--- src/design/w2s_pkg.sv ---
`timescale 1ns / 1ps
`default_nettype none
// ----------------------------------------------------------------------------
// World-to-screen projection package
// Shared constants, codes and types for the projection block.
// ----------------------------------------------------------------------------
package w2s_pkg;

   localparam int COORD_WIDTH_DEFAULT = 32;
   localparam int QW = 32;
   localparam int SIZE_W = 13;
   localparam logic [SIZE_W-1:0] WIDTH_RESET = 13'd640;
   localparam logic [SIZE_W-1:0] HEIGHT_RESET = 13'd480;
   localparam int QDEPTH = 4;

   typedef enum logic [1:0] {
      OP_LOAD_MV   = 2'd0,
      OP_LOAD_PROJ = 2'd1,
      OP_PROJECT   = 2'd2,
      OP_UNUSED    = 2'd3
   } op_type;

   typedef enum logic {
      CSR_WIDTH  = 1'b0,
      CSR_HEIGHT = 1'b1
   } csr_index_type;

   typedef struct packed {
      logic signed [QW-1:0] px;
      logic signed [QW-1:0] py;
      logic signed [QW-1:0] pz;
   } point_type;

   typedef struct packed {
      op_type               op;
      logic [3:0]           idx;
      logic signed [QW-1:0] val;
      point_type            pt;
   } work_type;

   // Product of two Q16.16 values rounded to a Q32.16 result.
   function automatic logic signed [2*QW-17:0] qmul(input logic signed [QW-1:0] a,
                                                     input logic signed [QW-1:0] b);
      logic signed [2*QW-1:0] p;
      begin
         p = a * b + 64'sd32768;
         qmul = p[2*QW-1:16];
      end
   endfunction

endpackage
`default_nettype wire

--- src/design/w2s_front.sv ---
`timescale 1ns / 1ps
`default_nettype none
// ----------------------------------------------------------------------------
// Projection front end
// Accepts words, drops unused opcodes and queues loads and points in order
// for the back end.
// ----------------------------------------------------------------------------
module w2s_front
   import w2s_pkg::*;
(
   input  wire logic                  clock,
   input  wire logic                  reset,
   input  wire logic                  push,
   output logic                       full,
   input  wire logic [1:0]            op,
   input  wire logic [3:0]            entry_index,
   input  wire logic signed [QW-1:0]  entry_value,
   input  wire point_type             point,
   output logic                       q_valid,
   output work_type                   q_word,
   input  wire logic                  q_take
);

   work_type             q_ff [QDEPTH];
   logic [1:0]           wp_ff, rp_ff;
   logic [2:0]           cnt_ff;
   logic                 acc_w, keep_w;

   assign full = (cnt_ff == 3'(QDEPTH));
   assign acc_w = push && !full;
   assign keep_w = (op != OP_UNUSED);
   assign q_valid = (cnt_ff != 3'd0);
   assign q_word = q_ff[rp_ff];

   always_ff @(posedge clock) begin
      if (reset) begin
         wp_ff <= '0;
         rp_ff <= '0;
         cnt_ff <= '0;
      end else begin
         if (acc_w && keep_w) begin
            q_ff[wp_ff] <= '{op: op_type'(op), idx: entry_index, val: entry_value,
                             pt: point};
            wp_ff <= wp_ff + 2'd1;
         end
         if (q_take && q_valid) rp_ff <= rp_ff + 2'd1;
         cnt_ff <= cnt_ff + 3'(acc_w && keep_w) - 3'(q_take && q_valid);
      end
   end

`ifndef SYNTH
   a_cnt_bound: assert property (@(posedge clock) disable iff (reset)
      cnt_ff <= 3'(QDEPTH)) else $error("queue count overflow");
   a_ptr_gap: assert property (@(posedge clock) disable iff (reset)
      wp_ff == rp_ff + cnt_ff[1:0]) else $error("queue pointers disagree");
   a_full_hold: assert property (@(posedge clock) disable iff (reset)
      full && !q_take |=> full) else $error("full dropped without a take");
`endif

endmodule
`default_nettype wire

--- config.mk ---
export PLATFORM = sky130hd
export DESIGN_NAME = w2s_front
export DESIGN_NICKNAME = d
export VERILOG_FILES = /design/src/design/w2s_pkg.sv /design/src/design/w2s_front.sv
export SDC_FILE = /design/constraint.sdc
export NUM_CORES = 1
export LEC_CHECK = 0
export BUFFER_PORTS_ARGS = -buffer_cell sky130_fd_sc_hd__buf_2
export CAP_MARGIN = 20
export CORE_MARGIN = 2
export CORE_UTILIZATION = 35
export CTS_BUF_LIST = sky130_fd_sc_hd__clkbuf_16
export DETAILED_ROUTE_END_ITERATION = 7
export MAX_ROUTING_LAYER = met4
export PLACE_DENSITY = 0.5
export SYNTH_ARGS = -nofsm -noshare
export SYNTH_HDL_FRONTEND = slang
export SYNTH_SLANG_ARGS = --single-unit
--- constraint.sdc ---
create_clock -name clock -period 29.1 [get_ports clock]
set_input_delay 5.82 -clock clock [delete_from_list [all_inputs] [get_ports clock]]
set_output_delay 5.82 -clock clock [all_outputs]
set_load 0.005 [all_outputs]
==> out/qor.yml, run 1 <==
power_and_ir_drop:
  p_per_area_nw_per_um2: 82.1
  peakVddDrop_mv: 0.0496
  p_leak_nw: 7.86
setup_path:
  start_kind: "flop"
  cp.required_ns: 23.28
  arrival_ns: 3.48
  crit_type: "flop to output pin"
  rrSetupSlack_ns: 26.10
  path_max_fanout: 40
  reg2regPathDepth: 6
  end_kind: "output pin"
global_route:
  grt.overflow.total: 0
  grt_use_total_pct: 14.4
  grt_pass1_vias: 9835
  antenna_found_initial: 6
  grt_pass1_wl_mm: 61.4
  grt_max_degree: 59
placed_design:
  gp_congestion: 0.715
  placed_area_um2: 22100
  hpwlAfterDp_mm: 23.1
  io_buffer_count: 273
die:
  dieHeight_um: 242
  dieWidth_um: 242
  ioPinCount: 274
  start_util_pct: 35.2
  dieArea_um2: 58400
  core_region_area_um2: 56200
  num_rows: 87
logic_synthesis:
  async_flop_share_pct: 0
  synth.area.top_cells: "edfxtp_1, mux4_2, dfxtp_1, buf_6, buf_2"
  synth.distinct_cells: 25
  syn_area_um2: 19800
  synth_common_cells: "edfxtp_1, mux4_2, buf_2"
  yosysSeqAreaShare_pct: 82.3
  synth_nets: 894
  avgSynthCellArea_um2: 26.4
  synth_cells: 749
  synth_flop_cell: "edfxtp_1"
  ys_ff_latch: 545
  yosysTopAreaCell: "edfxtp_1"
  yosys.area.top_type_share_pct: 81.4
  synth-edff-count: 536
  synth_most_common_cell: "edfxtp_1"
  yosysWarnings: 0
timing:
  drv_slew: 0
  clock_skew_ns: 0.0120
  layout_min_cycle_time_ns: 9.30
  timing.hold.ws_ns: 0.520
  period_share_pct: 31.9
  tightest_slew_ns: 0.967
  finalSetupTns_ns: 0
  finalHoldViolCount: 0
  rsz0062_at_grt: "no"
  slew_headroom_pct: 35.5
  fmax_ghz: 0.108
  setup_viol: 0
clock_tree:
  root_buffer: "clkbuf_16"
  cts_hold_buf: 0
  clkLatencyLatePin_ns: 0.60
  cts.sinks: 545
  h-tree-depth: 2
  post_cts_buffers: 0
  cts_buffers: 58
  cts.path.max_buffers: 3
  tritoncts: "built"
  clkTransAtPathRegs_ns: 0.06
  post_cts_resized: 0
drt:
  drc: 0
  vias_per_cell: 4.74
  vias: 8908
  firstDrtPassIters: 4
  routed_wl_mm: 40.7
  final_antenna_net_count: 0
  drt_iter0_markers: 447
  wl_per_cell_um: 21.7
cells_and_area:
  drive_above_1_share_pct: 45.5
  fin_nets: 1213
  regArea_um2: 16300
  fillers: 4953
  fin_util_pct: 42.5
  synthToLayoutAreaGrowth_pct: 20.8
  design_area_um2: 23900
  multi_input_area_um2: 3320
min_path:
  hold_path.class: "flop to flop"
  hold_depth: 2
status:
  status: "completed"
flow_run:
  drv_cap: 0
## power breakdown
group          internal (W)  switching, W  leakage, nW
Combinational      0.000177      0.000162         2.01
Sequential         0.000902     0.0000230         4.93
Clock              0.000409      0.000290        0.921
Total               0.00149      0.000475         7.86
## stage by stage
stage,setup WS (ns),power [W],cells
floorplan,12.40,0.00116,749
global placement,20.20,0.00129,1764
detailed placement,20.21,0.00129,1764
CTS,19.54,0.00201,1871
global route,19.41,0.00206,1877
finish,19.80,0.00196,1878
## critical path: stages, from the launching register on
cell     delay, ns
dfxtp_4       0.69
buf_4         0.61
buf_4         0.78
mux4_2        0.62
buf_2         0.15
## routing by layer
layer  track usage [%]  share of wire [%]  vias up
met2              23.1                 50      210
li1                  -                  -     3901
met5                 -                  0        -
met1              17.7                 41     4723
met4              4.48                2.4        0
met3              4.16                6.6       74
## final timing paths
kind	start	endpoint
worst max-delay path	flop	q_word[2]
worst max register to register	cnt_ff[1]$_SDFF_PP0_	q_ff[1][61]$_DFFE_PP_
worst min-delay path	wp_ff[1]$_SDFFE_PP0P_	wp_ff[1]$_SDFFE_PP0P_
worst min register to register	wp_ff[1]$_SDFFE_PP0P_	wp_ff[1]$_SDFFE_PP0P_
## state kept, by name (all words and copies together) (netlist names), named ones only
register  cells
rp_ff         2
wp_ff         2
q_ff        536
cnt_ff        3
## area by class of cell
| class | instances | area share [%] |
|---|---|---|
| flip-flops and latches | 545 | 68.1 |
| multi-input cells | 168 | 13.9 |
| repair buffers | 290 | 6.25 |
| clock buffers | 59 | 6.18 |
| well taps | 756 | 3.96 |
| clock inverters | 48 | 1.43 |
| inverters | 5 | 0.0785 |
| diodes | 7 | 0.0733 |
## cells by family after synthesis
family / share of synthesized area, %
DFF: 82.3
and+or+nand+nor: 0.594
buffers and inverters: 1.08
AOI/OAI and AO/OA: 0.0886
xor gates and xnor gates: 0.133
muxes: 15.4
adders and majority gates: 0.481
## cell usage in the layout (no fill, tap or decap)
cell type | Yosys | final
edfxtp_1 | 536 | 536
buf_2 | 15 | 273
mux4_2 | 134 | 134
clkbuf_16 | 0 | 59
clkinv_1 | 0 | 22
buf_4 | 0 | 17
inv_1 | 5 | 14
diode_2 | 0 | 7
nor2_1 | 7 | 7
clkinv_2 | 0 | 7
dfxtp_1 | 9 | 7
ha_1 | 6 | 6
nor3b_2 | 1 | 5
bufinv_16 | 0 | 5
xor2_1 | 2 | 2
nand2b_1 | 2 | 2
dfxtp_4 | 0 | 2
inv_6 | 0 | 2
clkinvlp_4 | 0 | 2
o31a_1 | 1 | 1
nand2_1 | 1 | 1
and3b_1 | 1 | 1
or3_1 | 1 | 1
nor2b_1 | 1 | 1
mux2_1 | 1 | 1
xnor2_1 | 1 | 1
o311ai_0 | 1 | 1
mux2i_1 | 1 | 1
and2_1 | 1 | 1
nor3_1 | 1 | 1
fa_1 | 1 | 1
clkinv_4 | 0 | 1
Note: power is estimated with default switching activity, not from simulation.
==> inputs of run 2 (changes only) <==
- clock period: 29.1 -> 9.6 ns (I/O delays scaled with it)
==> out/qor.yml, run 2 (same netlist as run 1, synthesis figures left out) <==
setup_path:
  crit_chain: "buf_12 > mux4_2 > buf_2"
  cp_num_cells: 3  # -1
  arrival_ns: 3.15  # -0.33 ns
  path_max_fanout: 92  # +130%
  slowest_delay_ns: 0.96  # +0.18 ns
  cp_top_family: "flip-flops"
  critPathBufInv: 2  # -1
  crit_type: "flop to output pin"
  critical_path.slowest_cell: "dfxtp_4"
  start_kind: "flop"
  end_kind: "output pin"
  reg2regPathDepth: 6  # unchanged
  cp.required_ns: 7.68  # -15.60 ns
placed_design:
  placed_area_um2: 22100  # +0.15%
  io_buffer_count: 273  # unchanged
  hpwlAfterDp_mm: 23.6  # +2.2%
  gp_congestion: 0.704  # -1.5%
  pre_cts_ws_ns: 4.86  # -15.35 ns
clock_tree:
  cts.sinks: 545  # unchanged
  post_cts_resized: 0  # unchanged
  cts_buffers: 58  # unchanged
  h-tree-depth: 2  # unchanged
  cts_hold_buf: 0  # unchanged
  root_buffer: "clkbuf_16"
  clkTransAtPathRegs_ns: 0.06  # about the same
  post_cts_buffers: 0  # unchanged
  cts.path.max_buffers: 3  # unchanged
  clkLatencyLatePin_ns: 0.60  # about the same
  tritoncts: "built"
timing:
  clock_skew_ns: 0.0199  # +0.00795 ns
  tightest_slew_ns: 1.09  # +0.122 ns
  fmax_ghz: 0.197
  drv_slew: 0  # unchanged
  rsz0062_at_grt: "no"
  finalHoldViolCount: 0  # unchanged
  layout_min_cycle_time_ns: 5.07
  period_share_pct: 52.8
  layout_setup_ws_ns: 4.53  # -15.27 ns
  setup_viol: 0  # unchanged
  slew_headroom_pct: 27.4  # -8.1 points
status:
  status: "completed"
cells_and_area:
  drive_above_1_share_pct: 45.5  # about the same
  synthToLayoutAreaGrowth_pct: 20.5
  design_area_um2: 23900  # -0.18%
  layout_commonest_cell: "edfxtp_1"
  regMostFlops: "q_ff"
  reg_top3: "q_ff: 536 flops, cnt_ff: 3 flops"
  largest_reg_flops: 536  # unchanged
  fin_nets: 1213  # unchanged
  layout_common_cells: "edfxtp_1, buf_2, mux4_2"
min_path:
  hold_path.class: "flop to flop"
  hold_depth: 2  # unchanged
die:
  ioPinCount: 274  # unchanged
  dieArea_um2: 58400  # unchanged
  core_region_area_um2: 56200  # unchanged
  dieHeight_um: 242  # unchanged
  num_rows: 87  # unchanged
  start_util_pct: 35.2  # unchanged
  dieWidth_um: 242  # unchanged
drt:
  drt_iter0_markers: 552  # +23%
  final_antenna_net_count: 0  # unchanged
  drc: 0  # unchanged
  firstDrtPassIters: 4  # unchanged
  vias_per_cell: 4.71  # -0.68%
  wl_per_cell_um: 21.8  # +0.70%
  routed_wl_mm: 41.0  # +0.70%
  vias: 8847  # -0.68%
global_route:
  grt_max_degree: 93  # +58%
  grt_pass1_wl_mm: 61.3  # -0.25%
  grt.overflow.total: 0  # unchanged
  antenna_found_initial: 7  # +1
  grt_use_total_pct: 14.4  # +0.028 points
  grt_pass1_vias: 9586  # -2.5%
power_and_ir_drop:
  peakVddDrop_mv: 0.186  # +270%
  p_per_area_nw_per_um2: 246  # +200%
  p_leak_nw: 7.86  # about the same
flow_run:
  drv_cap: 0  # unchanged
-- run 2: cell count changes in the layout (fill, tap and decap cells not counted), sizes merged --
cell	before	now
bufinv	5	2
inv	16	23
diode	7	8
clkinv	30	25
-- run 2: area by class of cell --
cell class,count,area [um^2]
Antenna cell,8,20.0
Clock buffer,59,1480
Clock inverter,47,264
Fill cell,4977,32300
Inverter,5,18.8
Multi-Input combinational cell,168,3320
Sequential cell,545,16300
Tap cell,756,946
Timing Repair Buffer,290,1530
-- run 2: routing by layer --
layer | global-route usage, % | up-vias | part of all wire, %
li1 | - | 3902 | -
met1 | 18.4 | 4656 | 43
met2 | 22.2 | 223 | 48
met3 | 4.50 | 66 | 7.3
met4 | 4.39 | 0 | 1.9
met5 | - | - | 0
-- run 2: worst reg2reg max path, stage by stage (launching register included) --
cell and delay (ns):
dfxtp_1 0.46, nor3b_2 0.09, and3b_1 0.28, inv_1 0.15, nor3b_2 0.27, buf_4 0.56
buf_4 0.85
-- run 2: worst paths after layout --
path / start / end / slack [ns]
worst min-delay path: wp_ff[1]$_SDFFE_PP0P_ / wp_ff[1]$_SDFFE_PP0P_ / 0.52
worst max-delay path: flop / q_word[73] / 4.53
worst max register to register: cnt_ff[1]$_SDFF_PP0_ / q_ff[1][92]$_DFFE_PP_ / 6.49
worst min register to register: wp_ff[1]$_SDFFE_PP0P_ / wp_ff[1]$_SDFFE_PP0P_ / 0.52
-- run 2: metrics by stage --
stage | total power, W | utilization (%) | hold slack, ns | setup TNS (ns) | std cells
finish | 0.00587 | 42.5 | 0.522 | 0 | 1878
global placement | 0.00393 | 39.3 | 0.511 | 0 | 1763
global route | 0.00616 | 42.5 | 0.563 | 0 | 1877
floorplan | 0.00353 | - | 0.481 | -1712.41 | 749
CTS | 0.00600 | 42.4 | 0.526 | 0 | 1870
detailed placement | 0.00394 | 39.3 | 0.512 | 0 | 1764
-- run 2: power breakdown --
group | switching [W] | internal [W] | total [W]
clock network | 0.000874 | 0.00116 | 0.00203
registers | 0.0000812 | 0.00273 | 0.00281
logic | 0.000485 | 0.000541 | 0.00103
==> inputs of run 3 (changes only) <==
- PLACE_DENSITY: 0.5 -> 0.52
- clock period: 9.6 -> 4.1 ns (I/O delays scaled with it)
==> out/qor.yml, run 3 (same netlist as run 1, synthesis figures left out) <==
cells_and_area:
  fin_util_pct: 43.1  # +0.60 points
  reg_top3: "q_ff: 536 flops, cnt_ff: 3 flops"
  design_area_um2: 24200  # +1.4%
  final_cell_count_no_fill: 1879  # +0.053%
  fin_nets: 1213  # unchanged
  drive_above_1_share_pct: 46.3  # +0.77 points
  layout_common_cells: "edfxtp_1, buf_2, mux4_2"
  regMostFlops: "q_ff"
  synthToLayoutAreaGrowth_pct: 22.2
  layout_commonest_cell: "edfxtp_1"
  largest_reg_flops: 536  # unchanged
clock_tree:
  cts_hold_buf: 0  # unchanged
  cts.path.max_buffers: 3  # unchanged
  clkTransAtPathRegs_ns: 0.06  # about the same
  cts_buffers: 58  # unchanged
  tritoncts: "built"
  post_cts_resized: 0  # unchanged
  cts.sinks: 545  # unchanged
  root_buffer: "clkbuf_16"
  clkLatencyLatePin_ns: 0.60  # about the same
  post_cts_buffers: 0  # unchanged
  h-tree-depth: 2  # unchanged
setup_path:
  crit_chain: "buf_12 > mux4_2 > buf_2"
  path_max_fanout: 35  # -62%
  arrival_ns: 2.46  # -0.69 ns
  crit_type: "flop to output pin"
  reg2reg_from: "cnt_ff[2]$_SDFF_PP0_"
  critPathBufInv: 2  # unchanged
  end_kind: "output pin"
  start_kind: "flop"
  critical_path.slowest_cell: "dfxtp_4"
  cp.required_ns: 3.28  # -4.40 ns
  cp_top_family: "flip-flops"
  slowest_delay_ns: 0.72  # -0.24 ns
timing:
  clock_skew_ns: 0.0223  # +0.00236 ns
  setup_viol: 0  # unchanged
  fmax_ghz: 0.305
  layout_min_cycle_time_ns: 3.28
  layout_setup_ws_ns: 0.823  # -3.71 ns
  tightest_slew_ns: 0.708  # -0.381 ns
  rsz0062_at_grt: "no"
  drv_slew: 0  # unchanged
  slew_headroom_pct: 52.8  # +25 points
  finalHoldViolCount: 0  # unchanged
  finalSetupTns_ns: 0  # unchanged
  period_share_pct: 79.9
drt:
  vias_per_cell: 4.74  # +0.57%
  vias: 8902  # +0.62%
  drt_iter0_markers: 450  # -18%
  drc: 0  # unchanged
  final_antenna_net_count: 0  # unchanged
  routed_wl_mm: 40.0  # -2.4%
  firstDrtPassIters: 4  # unchanged
  wl_per_cell_um: 21.3  # -2.5%
min_path:
  hold_path.class: "primary input to flop"
  hp-start: "point[61]"
global_route:
  grt_use_total_pct: 14.2  # -0.24 points
  antenna_found_initial: 8  # +1
  grt_max_degree: 85  # -8.6%
  grt_pass1_wl_mm: 60.9  # -0.55%
  grt_pass1_vias: 9599  # +0.14%
  grt.overflow.total: 0  # unchanged
power_and_ir_drop:
  peakVddDrop_mv: 0.352  # +90%
  p_per_area_nw_per_um2: 588  # +140%
  p_leak_nw: 7.99  # +1.7%
placed_design:
  dp_cells: 1764  # unchanged
  hpwlAfterDp_mm: 22.6  # -4.6%
  placed_area_um2: 22300  # +0.73%
  pre_cts_ws_ns: 1.30  # -3.56 ns
  io_buffer_count: 273  # unchanged
  gp_congestion: 0.664  # -5.8%
flow_run:
  drv_cap: 0  # unchanged
die:
  dieHeight_um: 242  # unchanged
  dieArea_um2: 58400  # unchanged
  start_util_pct: 35.2  # unchanged
  dieWidth_um: 242  # unchanged
  core_region_area_um2: 56200  # unchanged
  num_rows: 87  # unchanged
  ioPinCount: 274  # unchanged
status:
  status: "completed"
-- run 3: final cells by class --
| class | instances | area, um^2 |
|---|---|---|
| timing repair buffer | 290 | 1660 |
| fill | 4922 | 32000 |
| clock inverter | 46 | 388 |
| inverter | 5 | 21.3 |
| clock buffer | 61 | 1530 |
| antenna | 8 | 20.0 |
| multi-input combinational | 168 | 3340 |
| sequential | 545 | 16300 |
| tap | 756 | 946 |
-- run 3: final timing paths --
kind | endpoint | slack (ns) | depth (start not counted)
min reg2reg | wp_ff[1]$_SDFFE_PP0P_ | 0.52 | 2
max reg2reg | cnt_ff[2]$_SDFF_PP0_ | 1.70 | 11
min | q_ff[2][61]$_DFFE_PP_ | 0.43 | 1
max | q_word[101] | 0.82 | 3
-- run 3: layer usage --
| layer | track usage (%) | wire (um) | part of all wire (%) |
|---|---|---|---|
| met3 | 4.45 | 2720 | 6.8 |
| met4 | 4.03 | 867 | 2.2 |
| met5 | - | 0 | 0 |
| met1 | 17.7 | 17000 | 43 |
| met2 | 22.4 | 19400 | 48 |
-- run 3: where the power goes --
group	leakage, nW	switching [W]	internal (W)
Combinational	2.07	0.00115	0.00132
Sequential	4.93	0.000169	0.00640
Clock	0.998	0.00207	0.00311
Total	7.99	0.00339	0.0108
-- run 3: per-stage QoR --
step,total power [W],hold slack (ns)
floorplan,0.00821,0.481
global placement,0.00924,0.500
detailed placement,0.00926,0.516
CTS,0.0145,0.382
global route,0.0149,0.391
finish,0.0142,0.432
